===== src/block_noise_gate_top_macros.svh =====
// assertion macros for the block noise gate
`ifndef BLOCK_NOISE_GATE_TOP_MACROS_SVH
`define BLOCK_NOISE_GATE_TOP_MACROS_SVH

// same-cycle implication, checked out of reset
`define BNG_ASSERT_NOW(lbl, ante, cons, msg) \
  lbl: assert property (@(posedge clk) disable iff (!rst_n) (ante) |-> (cons)) \
    else $error(msg);

// next-cycle implication, checked out of reset
`define BNG_ASSERT_NEXT(lbl, ante, cons, msg) \
  lbl: assert property (@(posedge clk) disable iff (!rst_n) (ante) |=> (cons)) \
    else $error(msg);

`endif


===== src/bng_pkg.sv =====
// shared types and constants of the block noise gate
`default_nettype none
package bng_pkg;

  localparam int CH_W       = 3;
  localparam int SAMPLE_W   = 24;
  localparam int THRESH_W   = 23;
  localparam int HOLD_W     = 16;
  localparam int FPB_W      = 13;
  localparam int GAIN_W     = 17;
  localparam int CFG_DATA_W = 23;
  localparam int CFG_ADDR_W = 2;

  localparam logic [GAIN_W-1:0] UNITY      = 17'h10000;
  localparam logic [HOLD_W-1:0] SILENT_MAX = 16'hFFFF;

  localparam logic [THRESH_W-1:0] THRESH_RST = 23'd1;
  localparam logic [HOLD_W-1:0]   HOLD_RST   = 16'd0;
  localparam logic [FPB_W-1:0]    FPB_RST    = 13'd256;
  localparam logic [GAIN_W-1:0]   STEP_RST   = 17'd257;

  typedef enum logic [1:0] {
    MODE_OPEN    = 2'd0,
    MODE_CLOSED  = 2'd1,
    MODE_CLOSING = 2'd2,
    MODE_OPENING = 2'd3
  } gate_mode_t;

  typedef enum logic [CFG_ADDR_W-1:0] {
    CFG_THRESHOLD        = 2'd0,
    CFG_HOLD_BLOCKS      = 2'd1,
    CFG_FRAMES_PER_BLOCK = 2'd2,
    CFG_RAMP_STEP        = 2'd3
  } cfg_reg_t;

  // per-channel state kept in memory, frame position stored beside it
  typedef struct packed {
    gate_mode_t          gate;
    logic [HOLD_W-1:0]   silent;
    logic                loud;
    logic [GAIN_W-1:0]   gain;
  } chan_state_t;

  typedef struct packed {
    logic [THRESH_W-1:0] threshold;
    logic [HOLD_W-1:0]   hold_blocks;
    logic [FPB_W-1:0]    frames_per_block;
    logic [GAIN_W-1:0]   ramp_step;
  } cfg_t;

  typedef struct packed {
    logic signed [SAMPLE_W-1:0] sample;
    gate_mode_t                 mode;
    logic                       blk_end;
  } result_t;

endpackage
`default_nettype wire


===== src/bng_if.sv =====
// stream interfaces for the sample and result channels
`default_nettype none
interface bng_in_if;
  logic        valid;
  logic        ready;
  logic [2:0]  channel;
  logic [23:0] sample_in;

  modport source (output valid, output channel, output sample_in, input ready);
  modport sink   (input valid, input channel, input sample_in, output ready);
endinterface

interface bng_out_if;
  logic        valid;
  logic        ready;
  logic [2:0]  channel_out;
  logic [23:0] sample_out;
  logic [1:0]  gate_mode;
  logic        block_end;

  modport source (output valid, output channel_out, output sample_out,
                  output gate_mode, output block_end, input ready);
  modport sink   (input valid, input channel_out, input sample_out,
                  input gate_mode, input block_end, output ready);
endinterface
`default_nettype wire


===== src/bng_state_mem.sv =====
// per-channel state memory with valid bits and write-to-read forwarding
`default_nettype none
module bng_state_mem #(
  parameter int DEPTH = 8,
  parameter int AW    = 3,
  parameter int DW    = 64
) (
  input  wire logic          clk,
  input  wire logic          rst_n,
  input  wire logic          rd_en,
  input  wire logic [AW-1:0] rd_addr,
  output logic [DW-1:0]      rd_data,
  input  wire logic          wr_en,
  input  wire logic [AW-1:0] wr_addr,
  input  wire logic [DW-1:0] wr_data
);

  logic [DW-1:0]    mem_r [DEPTH];
  logic [DEPTH-1:0] vld_r;
  logic [DW-1:0]    rd_data_r;

  always_ff @(posedge clk) begin
    if (!rst_n) begin
      vld_r <= '0;
    end else if (wr_en) begin
      vld_r[wr_addr] <= 1'b1;
    end
  end

  always_ff @(posedge clk) begin
    if (wr_en) begin
      mem_r[wr_addr] <= wr_data;
    end
  end

  // a write at the same edge wins over the stored copy
  always_ff @(posedge clk) begin
    if (rd_en) begin
      if (wr_en && (wr_addr == rd_addr)) begin
        rd_data_r <= wr_data;
      end else if (vld_r[rd_addr]) begin
        rd_data_r <= mem_r[rd_addr];
      end else begin
        rd_data_r <= '0;
      end
    end
  end

  assign rd_data = rd_data_r;

endmodule
`default_nettype wire


===== src/bng_update.sv =====
// gate datapath: gain scaling and per-channel state update for one sample
`default_nettype none
module bng_update import bng_pkg::*; #(
  parameter int MAX_FRAMES = 4096,
  parameter int POS_W      = 12
) (
  input  wire cfg_t                        cfg,
  input  wire logic                        in_range,
  input  wire logic signed [SAMPLE_W-1:0]  sample,
  input  wire chan_state_t                 cur,
  input  wire logic [POS_W-1:0]            cur_pos,
  output chan_state_t                      nxt,
  output logic [POS_W-1:0]                 nxt_pos,
  output result_t                          res
);

  localparam int CMP_W = ((POS_W + 1) > FPB_W) ? (POS_W + 1) : FPB_W;
  localparam int PROD_W = GAIN_W + 1 + SAMPLE_W;

  logic [CMP_W-1:0]           fpb_ext;
  logic [CMP_W-1:0]           frames;
  logic [CMP_W-1:0]           frames_m1;
  logic                       blk_end;
  logic [GAIN_W-1:0]          step;
  logic [GAIN_W-1:0]          gain;
  logic [SAMPLE_W-1:0]        mag;
  logic                       loud_now;
  logic                       loud_n;
  logic signed [PROD_W-1:0]   prod;
  logic signed [SAMPLE_W-1:0] scaled;
  logic signed [SAMPLE_W-1:0] y;
  logic [GAIN_W-1:0]          gain_n;
  logic [HOLD_W-1:0]          silent_inc;

  always_comb begin
    fpb_ext = CMP_W'(cfg.frames_per_block);
    if (fpb_ext < CMP_W'(2)) begin
      frames = CMP_W'(2);
    end else if (fpb_ext > CMP_W'(MAX_FRAMES)) begin
      frames = CMP_W'(MAX_FRAMES);
    end else begin
      frames = fpb_ext;
    end
    frames_m1 = frames - CMP_W'(1);
    blk_end   = (CMP_W'(cur_pos) >= frames_m1);
  end

  assign step = (cfg.ramp_step > UNITY) ? UNITY : cfg.ramp_step;
  assign gain = (cur.gain > UNITY) ? UNITY : cur.gain;

  assign mag      = sample[SAMPLE_W-1] ? (~sample + SAMPLE_W'(1)) : sample;
  assign loud_now = (mag > {1'b0, cfg.threshold});

  // gain never exceeds unity so the floored product fits the sample width
  assign prod   = $signed({1'b0, gain}) * sample;
  assign scaled = prod[SAMPLE_W+15:16];

  assign silent_inc = (cur.silent != SILENT_MAX) ? (cur.silent + HOLD_W'(1)) : cur.silent;

  always_comb begin
    y      = scaled;
    loud_n = cur.loud;
    gain_n = cur.gain;
    case (cur.gate)
      MODE_OPEN: begin
        y      = sample;
        loud_n = cur.loud | loud_now;
      end
      MODE_CLOSED: begin
        y      = '0;
        loud_n = cur.loud | loud_now;
      end
      MODE_CLOSING: begin
        gain_n = (gain > step) ? (gain - step) : '0;
      end
      MODE_OPENING: begin
        gain_n = ((UNITY - gain) > step) ? (gain + step) : UNITY;
      end
      default: begin
        y = scaled;
      end
    endcase
  end

  always_comb begin
    nxt      = cur;
    nxt.loud = loud_n;
    nxt.gain = gain_n;
    nxt_pos  = cur_pos + POS_W'(1);
    if (blk_end) begin
      nxt_pos  = '0;
      nxt.loud = 1'b0;
      case (cur.gate)
        MODE_OPEN: begin
          if (loud_n) begin
            nxt.silent = '0;
          end else begin
            nxt.silent = silent_inc;
            if (silent_inc >= cfg.hold_blocks) begin
              nxt.gate = MODE_CLOSING;
              nxt.gain = UNITY;
            end
          end
        end
        MODE_CLOSED: begin
          if (loud_n) begin
            nxt.silent = '0;
            nxt.gate   = MODE_OPENING;
            nxt.gain   = '0;
          end
        end
        MODE_CLOSING: begin
          nxt.gate = MODE_CLOSED;
        end
        MODE_OPENING: begin
          nxt.gate = MODE_OPEN;
        end
        default: begin
          nxt.gate = MODE_OPEN;
        end
      endcase
    end
  end

  // channels past the configured count leave state alone and read as closed
  always_comb begin
    if (in_range) begin
      res.sample  = y;
      res.mode    = cur.gate;
      res.blk_end = blk_end;
    end else begin
      res.sample  = '0;
      res.mode    = MODE_CLOSED;
      res.blk_end = 1'b0;
    end
  end

endmodule
`default_nettype wire


===== src/block_noise_gate_top.sv =====
// top level of the multichannel block noise gate
// path: the input transfer reads state memory into the update stage, then the result register holds the result
// throughput: one sample per cycle unless the output stalls, one state read and one write-back per cycle
//   with forwarding for back-to-back samples of one channel; a stalled result register lets one more sample wait
// reset: synchronous active-low rst_n clears pipeline valids and state-memory valid bits and
//   loads configuration defaults; no clearing pass, the block is ready right after reset
`default_nettype none
`include "block_noise_gate_top_macros.svh"
module block_noise_gate_top import bng_pkg::*; #(
  parameter int CHANNELS   = 8,
  parameter int MAX_FRAMES = 4096
) (
  input  wire logic                  clk,
  input  wire logic                  rst_n,
  bng_in_if.sink                     in_s,
  bng_out_if.source                  out_m,
  input  wire logic                  cfg_wr_en,
  input  wire logic [CFG_ADDR_W-1:0] cfg_addr,
  input  wire logic [CFG_DATA_W-1:0] cfg_data
);

  // memory geometry follows the channel count and the longest block
  localparam int AW       = (CHANNELS > 1) ? $clog2(CHANNELS) : 1;
  localparam int CH_EXT_W = (AW > CH_W) ? AW : CH_W;
  localparam int POS_W    = $clog2(MAX_FRAMES);
  localparam int DW       = $bits(chan_state_t) + POS_W;

  // configuration registers
  cfg_t cfg_r;

  always_ff @(posedge clk) begin
    if (!rst_n) begin
      cfg_r.threshold        <= THRESH_RST;
      cfg_r.hold_blocks      <= HOLD_RST;
      cfg_r.frames_per_block <= FPB_RST;
      cfg_r.ramp_step        <= STEP_RST;
    end else if (cfg_wr_en) begin
      case (cfg_reg_t'(cfg_addr))
        CFG_THRESHOLD:        cfg_r.threshold        <= cfg_data[THRESH_W-1:0];
        CFG_HOLD_BLOCKS:      cfg_r.hold_blocks      <= cfg_data[HOLD_W-1:0];
        CFG_FRAMES_PER_BLOCK: cfg_r.frames_per_block <= cfg_data[FPB_W-1:0];
        CFG_RAMP_STEP:        cfg_r.ramp_step        <= cfg_data[GAIN_W-1:0];
        default: begin
        end
      endcase
    end
  end

  // handshake: the update stage moves on whenever the result register is free or drains
  logic in_xfer;
  logic s1_adv;
  logic s1_v_r;
  logic out_v_r;

  assign s1_adv     = s1_v_r && (!out_v_r || out_m.ready);
  assign in_s.ready = !s1_v_r || s1_adv;
  assign in_xfer    = in_s.valid && in_s.ready;

  // channel decode: out-of-range channels skip the memory entirely
  logic [CH_EXT_W-1:0] ch_ext;
  logic                in_range;
  logic [AW-1:0]       in_addr;

  assign ch_ext   = CH_EXT_W'(in_s.channel);
  assign in_range = ({1'b0, ch_ext} < (CH_EXT_W + 1)'(CHANNELS));
  assign in_addr  = ch_ext[AW-1:0];

  // update stage registers, filled on the transfer together with the memory read
  logic [CH_W-1:0]            s1_ch_r;
  logic signed [SAMPLE_W-1:0] s1_sample_r;
  logic                       s1_inr_r;
  logic [AW-1:0]              s1_addr_r;

  always_ff @(posedge clk) begin
    if (!rst_n) begin
      s1_v_r <= 1'b0;
    end else if (in_xfer) begin
      s1_v_r <= 1'b1;
    end else if (s1_adv) begin
      s1_v_r <= 1'b0;
    end
  end

  always_ff @(posedge clk) begin
    if (in_xfer) begin
      s1_ch_r     <= in_s.channel;
      s1_sample_r <= $signed(in_s.sample_in);
      s1_inr_r    <= in_range;
      s1_addr_r   <= in_addr;
    end
  end

  // state memory: read at the transfer, written back when the update stage advances
  logic [DW-1:0]      rd_data;
  logic [DW-1:0]      wr_data;
  logic               mem_we;
  chan_state_t        cur_state;
  logic [POS_W-1:0]   cur_pos;
  chan_state_t        upd_state;
  logic [POS_W-1:0]   upd_pos;
  result_t            upd_res;

  assign mem_we  = s1_adv && s1_inr_r;
  assign wr_data = {upd_state, upd_pos};

  bng_state_mem #(
    .DEPTH (CHANNELS),
    .AW    (AW),
    .DW    (DW)
  ) u_mem (
    .clk     (clk),
    .rst_n   (rst_n),
    .rd_en   (in_xfer && in_range),
    .rd_addr (in_addr),
    .rd_data (rd_data),
    .wr_en   (mem_we),
    .wr_addr (s1_addr_r),
    .wr_data (wr_data)
  );

  assign cur_state = chan_state_t'(rd_data[DW-1:POS_W]);
  assign cur_pos   = rd_data[POS_W-1:0];

  // gain multiply and block bookkeeping
  bng_update #(
    .MAX_FRAMES (MAX_FRAMES),
    .POS_W      (POS_W)
  ) u_upd (
    .cfg      (cfg_r),
    .in_range (s1_inr_r),
    .sample   (s1_sample_r),
    .cur      (cur_state),
    .cur_pos  (cur_pos),
    .nxt      (upd_state),
    .nxt_pos  (upd_pos),
    .res      (upd_res)
  );

  // result register, decouples the update stage from the downstream ready
  logic [CH_W-1:0]     out_ch_r;
  logic [SAMPLE_W-1:0] out_sample_r;
  gate_mode_t          out_mode_r;
  logic                out_end_r;

  always_ff @(posedge clk) begin
    if (!rst_n) begin
      out_v_r <= 1'b0;
    end else if (s1_adv) begin
      out_v_r <= 1'b1;
    end else if (out_m.ready) begin
      out_v_r <= 1'b0;
    end
  end

  always_ff @(posedge clk) begin
    if (s1_adv) begin
      out_ch_r     <= s1_ch_r;
      out_sample_r <= upd_res.sample;
      out_mode_r   <= upd_res.mode;
      out_end_r    <= upd_res.blk_end;
    end
  end

  assign out_m.valid       = out_v_r;
  assign out_m.channel_out = out_ch_r;
  assign out_m.sample_out  = out_sample_r;
  assign out_m.gate_mode   = out_mode_r;
  assign out_m.block_end   = out_end_r;

  // checks on the pipeline and the gate datapath
  `BNG_ASSERT_NEXT(a_s1_holds, s1_v_r && !s1_adv, s1_v_r && $stable(s1_ch_r), "update stage lost a stalled sample")
  `BNG_ASSERT_NEXT(a_xfer_fills_s1, in_xfer, s1_v_r, "input transfer did not reach the update stage")
  `BNG_ASSERT_NOW(a_oor_quiet, s1_v_r && !s1_inr_r, (upd_res.sample == '0) && !upd_res.blk_end && !mem_we, "out-of-range channel touched state or output")
  `BNG_ASSERT_NOW(a_closing_falls, s1_v_r && s1_inr_r && (cur_state.gate == MODE_CLOSING) && (cur_state.gain <= UNITY), upd_state.gain <= cur_state.gain, "closing ramp gain rose")

endmodule
`default_nettype wire

===== src/flat_wrapper.sv =====
// flat-port wrapper written by rule: the top's interface ports become plain ports
module block_noise_gate_top_flat import bng_pkg::*;
#(
  parameter int CHANNELS   = 8,
  parameter int MAX_FRAMES = 4096
)
  (clk, rst_n, cfg_wr_en, cfg_addr, cfg_data, in_s_valid, in_s_channel, in_s_sample_in, in_s_ready, out_m_valid, out_m_channel_out, out_m_sample_out, out_m_gate_mode, out_m_block_end, out_m_ready);
  bng_in_if in_s_i ();
  bng_out_if out_m_i ();
  input  wire logic clk;
  input  wire logic rst_n;
  input  wire logic cfg_wr_en;
  input  wire logic [CFG_ADDR_W-1:0] cfg_addr;
  input  wire logic [CFG_DATA_W-1:0] cfg_data;
  input wire logic [$bits(in_s_i.valid)-1:0] in_s_valid;
  input wire logic [$bits(in_s_i.channel)-1:0] in_s_channel;
  input wire logic [$bits(in_s_i.sample_in)-1:0] in_s_sample_in;
  output wire logic [$bits(in_s_i.ready)-1:0] in_s_ready;
  output wire logic [$bits(out_m_i.valid)-1:0] out_m_valid;
  output wire logic [$bits(out_m_i.channel_out)-1:0] out_m_channel_out;
  output wire logic [$bits(out_m_i.sample_out)-1:0] out_m_sample_out;
  output wire logic [$bits(out_m_i.gate_mode)-1:0] out_m_gate_mode;
  output wire logic [$bits(out_m_i.block_end)-1:0] out_m_block_end;
  input wire logic [$bits(out_m_i.ready)-1:0] out_m_ready;
  assign in_s_i.valid = in_s_valid;
  assign in_s_i.channel = in_s_channel;
  assign in_s_i.sample_in = in_s_sample_in;
  assign in_s_ready = in_s_i.ready;
  assign out_m_valid = out_m_i.valid;
  assign out_m_channel_out = out_m_i.channel_out;
  assign out_m_sample_out = out_m_i.sample_out;
  assign out_m_gate_mode = out_m_i.gate_mode;
  assign out_m_block_end = out_m_i.block_end;
  assign out_m_i.ready = out_m_ready;
  block_noise_gate_top #(.CHANNELS(CHANNELS), .MAX_FRAMES(MAX_FRAMES)) u_core (.clk(clk), .rst_n(rst_n), .in_s(in_s_i), .out_m(out_m_i), .cfg_wr_en(cfg_wr_en), .cfg_addr(cfg_addr), .cfg_data(cfg_data));
endmodule

===== config.mk =====
export PLATFORM = sky130hd
export DESIGN_NAME = block_noise_gate_top_flat
export DESIGN_NICKNAME = d
export VERILOG_FILES = /design/src/bng_pkg.sv /design/src/bng_if.sv /design/src/bng_state_mem.sv /design/src/bng_update.sv /design/src/block_noise_gate_top.sv /design/src/flat_wrapper.sv
export VERILOG_INCLUDE_DIRS = /design/src /design/src/src
export SDC_FILE = /design/constraint.sdc
export NUM_CORES = 2
export LEC_CHECK = 0
export ABC_CLOCK_PERIOD_IN_PS = 11400
export BUFFER_PORTS_ARGS = -buffer_cell sky130_fd_sc_hd__buf_2
export CORE_MARGIN = 10
export CORE_UTILIZATION = 35
export CTS_BUF_LIST = sky130_fd_sc_hd__clkbuf_16
export DETAILED_ROUTE_END_ITERATION = 12
export GPL_ROUTABILITY_DRIVEN = 0
export SETUP_SLACK_MARGIN = 0.3
export SLEW_MARGIN = 20
export SYNTH_ARGS = -nofsm -noshare
export SYNTH_HDL_FRONTEND = slang
export SYNTH_SLANG_ARGS = --single-unit

===== constraint.sdc =====
create_clock -name clk -period 11.4 [get_ports clk]
set_input_delay 1.71 -clock clk [delete_from_list [all_inputs] [get_ports clk]]
set_output_delay 1.71 -clock clk [all_outputs]
set_load 0.05 [all_outputs]

Yosys cells after proc, flatten, opt, wreduce, memory -nomap -nowiden
Memories as Yosys holds them, arrays and structs flattened.
Index checks and enable logic that the tools add are counted.
{"block": "word_totals", "reg_bits": 184, "ram_bits": 384, "input_bits": 57, "out_inout_bits": 32, "elab_cells": 98, "n_memories": 1}
{"memory": "u_core.u_mem.mem_r", "depth": 8, "word_bits": 48, "read_ports": 1, "rd_clocked_by_memory_dff": 0, "write_ports": 1, "line": "bng_state_mem.sv:18", "source": "logic [DW-1:0] mem_r [DEPTH];"}
{"block": "op_classes", "addsub": 7, "multipliers": 1, "order_cmp": 12, "n_eq_ne": 8, "muxes": 35, "n_bitwise": 3, "reduce_logical": 17}
{"cell": "17-bit two-way mux", "count": 7}
{"cell": "48-bit two-way mux", "count": 2}
{"cell": "17-bit case mux with 2 select lines", "count": 2}
{"cell": "24-bit case mux with 2 select lines", "count": 1}
{"cell": "18-bit by 24-bit multiplier with 40-bit output", "count": 1}
{"cell": "36-bit two-way mux", "count": 1}
{"cell": "17-bit > comparator", "count": 2}
{"cell": "17-bit > comparator, second input constant", "count": 2}
{"cell": "16-bit two-way mux", "count": 2}
{"cell": "16-bit case mux with 2 select lines", "count": 1}
{"cell": "13-bit two-way mux", "count": 2}
{"cell": "24-bit by 2-bit adder with 24-bit output, second input constant", "count": 1}
{"cell": "24-bit by 23-bit > comparator with 1-bit output", "count": 1}
{"cell": "24-bit two-way mux", "count": 1}
{"cell": "24-bit NOT", "count": 1}
{"cell": "18-bit two-way mux", "count": 1}
{"cell": "17-bit adder", "count": 1}
{"cell": "17-bit subtractor", "count": 1}
{"cell": "17-bit subtractor, first input constant", "count": 1}
{"cell": "16-bit by 1-bit adder with 16-bit output, second input constant", "count": 1}
{"cell": "16-bit greater-or-equal comparator", "count": 1}
{"cell": "16-bit != test, second input constant", "count": 1}
{"cell": "12-bit by 13-bit greater-or-equal comparator with 1-bit output", "count": 1}
{"cell": "13-bit > comparator, second input constant", "count": 1}
{"cell": "23 further kinds", "count": 47}

Depth between registers and ports, before layout
{"block": "logic_depth", "word_depth": 11, "depth_mapped": 29, "mapped_depth_nobuf": 26}

Cells and area by module
A second synthesis with hierarchy kept.
{"block": "unflattened", "hier_cells": 3592, "hier_area_um2": 41260.8}
{"mod": "bng_update", "instances": 1, "cells_each": 2519, "area_per_inst_um2": 20179.4, "seq_area_each_um2": 0.0}
{"mod": "bng_state_mem", "instances": 1, "cells_each": 752, "area_per_inst_um2": 16689.8, "seq_area_each_um2": 13132.6}
{"mod": "block_noise_gate_top", "instances": 1, "cells_each": 321, "area_per_inst_um2": 4391.7, "seq_area_each_um2": 3133.0}

Worst setup path before layout
OpenSTA, ideal clock, no wires.
{"block": "synth_path", "path_kind": "register -> register", "start": "reg u_core.u_mem.rd_data_r[27], in the netlist u_core.u_mem.rd_data[27]", "end": "reg u_core.out_sample_r[22], in the netlist u_core.out_m.sample_out[22], data pin", "setup_time_ns": 0.266, "arrival_ns": 7.270, "required_time_ns": 11.134, "slack_ns": 3.864, "stages_incl_launch_ff": 28, "n_path_buf": 3, "synth_period_minus_slack_ns": 7.536, "cell_sequence": "edfxtp_1 clkbuf_1 nor4_1 nand4_1 nand2_1 and2_1 clkbuf_1 clkbuf_1 nand2_1 fa_1 inv_1 fa_1 fa_1 fa_1 fa_1 inv_1 fa_1 inv_1 ha_1 a21o_1 a21o_1 a21o_1 nor3b_1 a2111oi_0 nor3_1 a2111oi_0 xor2_1 o31ai_1"}
{"block": "synth_between", "elab_chain_cells": 4}
{"item": "start, declared", "line": "bng_state_mem.sv:20", "source": "logic [DW-1:0] rd_data_r;"}
{"item": "start signal, assigned", "line": "bng_state_mem.sv:40", "source": "rd_data_r <= wr_data;"}
{"item": "start signal, assigned", "line": "bng_state_mem.sv:42", "source": "rd_data_r <= mem_r[rd_addr];"}
{"item": "17-bit > comparator", "line": "bng_update.sv:49", "source": "assign gain = (cur.gain > UNITY) ? UNITY : cur.gain;"}
{"item": "17-bit two-way mux *", "line": "bng_update.sv:49"}
{"item": "18-bit by 24-bit multiplier with 40-bit output *", "line": "bng_update.sv:55", "source": "assign prod = $signed({1'b0, gain}) * sample;"}
{"item": "24-bit case mux with 2 select lines *", "line": "bng_update.sv:64", "source": "case (cur.gate)"}
{"item": "named net u_core.u_upd.y[22]", "line": "bng_update.sv:31", "source": "logic signed [SAMPLE_W-1:0] y;"}
{"item": "end signal, assigned", "line": "block_noise_gate_top.sv:158", "source": "out_sample_r <= upd_res.sample;"}
{"item": "end, declared", "line": "block_noise_gate_top.sv:141", "source": "logic [SAMPLE_W-1:0] out_sample_r;"}
The timed path passes the listed nets; every way through them passes the cells marked *.
A chain may end at the register's enable or synchronous reset.

Worst setup path in the final report
Ends and elaborated chain as after synthesis.

==> flow_summary.json <==
{
  "cts_buffer_depth": 3,
  "avgViaCountPerCell": 5.227,
  "max_slew_margin_pct": 19.88,
  "setup_slack_ns": 2.520,
  "grt_pass1_vias": 27870,
  "cellPowerDensity_nw_per_um2": 173.7,
  "synthDistinctLibCells": 73,
  "worst_setup_path_start_kind": "register",
  "setup_viol": 0,
  "route.top_layer_used": "met4",
  "async_reset_ff_share_pct": 0,
  "ant_nets": 0,
  "critPathSlowestCell": "a2111oi_0",
  "crit_arrival_ns": 9.24,
  "synth_edf_count": 489,
  "h-tree-depth": 2,
  "firstDrtPassIters": 7,
  "vias": 26940,
  "yosysWarnings": 0,
  "io_buffers": 88,
  "core-area_um2": 116200,
  "grt_max_degree": 80,
  "grt_first_pass_wirelength_um": 170700,
  "clk-insertion-delay-late_ns": 0.68,
  "drtIter0Drc": 1892,
  "met1_length_um": 48360,
  "synth_area_um2": 41000,
  "yosysSeqAreaShare_pct": 39.67,
  "ys.flop_type": "edfxtp_1",
  "max_freq_mhz": 112.6,
  "maxCapViolCount": 0,
  "dpl.hpwl_um": 73950,
  "hold_viol": 0,
  "drive_above_1_share_pct": 10.67,
  "cp_num_buf_inv": 8,
  "die_area_um2": 131200,
  "design_area_um2": 45220,
  "period_share_pct": 77.89,
  "postSynthCellCount": 3570,
  "wl_per_cell_um": 21.22,
  "fp.dieW_um": 362.3,
  "cts_buffers": 60,
  "antenna_found_initial": 4,
  "grt_util_all_layers_pct": 16.63,
  "vdd_ir_drop_max_mv": 0.1316,
  "synth-seq-cells": 568,
  "setup_tns_ns": 0,
  "critical_path_class": "register to register",
  "max_slew.worst_pin.slew_ns": 1.202,
  "end_kind": "register",
  "syn_avg_cell_area_um2": 11.49,
  "slowest_delay_ns": 0.85,
  "hold_path_class": "register to register",
  "crit_family": "adder cells",
  "postPlaceCellArea_um2": 43130,
  "overflow": 0,
  "cts_sinks": 568,
  "clock_skew_ns": 0.06664,
  "status": "finished clean",
  "cts_tree": "yes",
  "drt-total-wl_um": 109400,
  "fp.dieH_um": 362.3,
  "crit_path_frequent_cell": "fa_1",
  "finalWorstPathRequiredPeriod_ns": 8.880,
  "wl_met3_um": 7091,
  "post_cts_buffers": 0,
  "n_fill_cell": 11200,
  "placementRows": 125,
  "cts_hold_buf": 0,
  "synth_fp_nets": 4219,
  "cp_data_required_time_ns": 11.76,
  "clock_tree.root_cell": "clkbuf_16",
  "start_util_pct": 35.28,
  "worstPathMaxFanout": 35,
  "rsz0062_at_grt": "no",
  "wl_met2_um": 51340,
  "cts_resized": 0,
  "path_clk_slew_ns": 0.07,
  "fin_nets": 4226,
  "drcViolationCount": 0,
  "boundaryPins": 89,
  "area_delta_synth_final_pct": 10.29,
  "slew_violations": 0,
  "dp_slack_ns": 2.141,
  "p_leak_uw": 0.01829
}
## worst paths after layout
kind,cells past startpoint,slack [ns],endpoint,startpoint
max reg2reg,29,2.52,u_core.out_m.sample_out[22],u_core.u_mem.rd_data[27]
max,29,2.52,u_core.out_m.sample_out[22],u_core.u_mem.rd_data[27]
min,2,0.46,u_core.cfg_r[58],u_core.cfg_r[58]
min reg2reg,2,0.46,u_core.cfg_r[58],u_core.cfg_r[58]
## sequential cells by signal, indices dropped and copies added, names as in the netlist
register	cells
u_core.cfg_r	69
u_core.out_m.block_end	1
u_core.out_m.channel_out	3
u_core.out_m.gate_mode	2
u_core.out_m.sample_out	24
u_core.out_m.valid	1
u_core.s1_ch_r	3
u_core.s1_sample_r	24
u_core.s1_v_r	1
u_core.u_mem.mem_r	384
u_core.u_mem.rd_data	48
u_core.u_mem.vld_r	8
## power by group
part / switching, uW / internal, uW / total [uW]
logic: 2030 / 1330 / 3370
registers: 53.9 / 2430 / 2480
clock network: 871 / 1130 / 2000
## cells in the final DEF, fill, tap and decap left out, types with 11 or more instances in the layout
master     Yosys  routed
inv_1        527     536
edfxtp_1     489     489
nand2_1      406     406
fa_1         389     389
and2_1       209     207
ha_1         203     203
mux4_2        98      98
nor2_1        96      92
buf_2          1      85
dfxtp_1       79      79
xnor2_1       75      75
a21boi_0      68      68
o21ai_0       65      64
a21oi_1       64      64
clkbuf_16      0      60
buf_4          0      59
and3_1        47      47
nand3_1       47      47
mux2i_1       46      46
xor2_1        33      33
a21o_1        33      33
nor3_1        36      31
o21a_1        22      22
nor2b_1       33      21
nand2b_1      21      21
nor4_1        23      21
nand4_1       21      21
o31ai_1       16      16
a221o_1       15      15
o22ai_1       14      14
o32ai_1       14      14
clkinv_2       0      14
a22o_1        12      12
nor2b_2        0      11
or3_1         11      11
o21bai_1      11      11
## final cells by class
class                   count  area [um^2]  area share (%)
diodes                      1        2.502        0.005534
clock buffers              60         1501           3.320
clock inverters            53        535.5           1.184
inverters                 527         1978           4.374
multi-input cells        2273        22110           48.89
flip-flops and latches    568        16270           35.97
well taps                1524         1907           4.217
repair buffers            147        922.1           2.039
## cells in the mapped netlist (8+ instances only)
| master | number | share of area [%] |
|---|---|---|
| o21ai_0 | 65 | 0.79 |
| o31ai_1 | 16 | 0.29 |
| o21a_1 | 22 | 0.40 |
| mux4_2 | 98 | 5.4 |
| o32ai_1 | 14 | 0.30 |
| nand2_1 | 406 | 3.7 |
| nor3_1 | 36 | 0.44 |
| dfxtp_1 | 79 | 3.9 |
| and2_1 | 209 | 3.2 |
| a2111oi_0 | 8 | 0.17 |
| clkbuf_1 | 185 | 1.7 |
| and3_1 | 47 | 0.72 |
| a22oi_1 | 10 | 0.18 |
| nand4_1 | 21 | 0.32 |
| fa_1 | 389 | 19 |
| a21o_1 | 33 | 0.60 |
| nor2b_1 | 33 | 0.50 |
| a21boi_0 | 68 | 1.2 |
| o221ai_1 | 9 | 0.19 |
| nand3_1 | 47 | 0.57 |
| inv_1 | 527 | 4.8 |
| ha_1 | 203 | 6.2 |
| xor2_1 | 33 | 0.70 |
| nand2b_1 | 21 | 0.32 |
| nor2_1 | 96 | 0.88 |
| a211oi_1 | 8 | 0.15 |
| a21oi_1 | 64 | 0.78 |
| a221o_1 | 15 | 0.37 |
| edfxtp_1 | 489 | 36 |
| nor4_1 | 23 | 0.35 |
| or3_1 | 11 | 0.17 |
| a22o_1 | 12 | 0.26 |
| or4_1 | 9 | 0.16 |
| o21bai_1 | 11 | 0.20 |
| o22ai_1 | 14 | 0.21 |
| buf_1 | 15 | 0.14 |
| xnor2_1 | 75 | 1.6 |
| mux2i_1 | 46 | 1.1 |
## kinds of logic after synthesis
| family | Yosys count | synth area share, % |
|---|---|---|
| AND/OR/NAND/NOR | 991 | 12.01 |
| buffers and inverters | 729 | 6.680 |
| adder cells (fa/ha/maj) | 592 | 25.19 |
| flip-flops | 568 | 39.67 |
| AO/OA/AOI/OAI | 432 | 7.476 |
| multiplexers | 150 | 6.671 |
| XOR/XNOR | 108 | 2.307 |
## layer usage
metal,vias to the layer above,track usage (%)
met2,873,27.10
met1,13780,23.06
met5,-,0
met3,166,2.374
met4,0,4.532
li1,12120,-
## worst min-delay path, stage by stage, from the launching register on
cell and delay (ns):
dfxtp_1 0.30, nand2_1 0.05, a21boi_0 0.06
## per-stage QoR
step           util [%]  hold slack (ns)  total power [uW]  std cells
3_5_place_dp      37.12           0.4498              5902       5037
5_1_grt           38.91           0.4697              8471       5153
4_1_cts           38.87           0.4642              7918       5150
3_3_place_gp      37.11           0.4423              5859       5037
2_1_floorplan         -           0.4354              5049       3570
6_report          38.91           0.4627              7854       5153
Power figures use the tool's default switching activity.
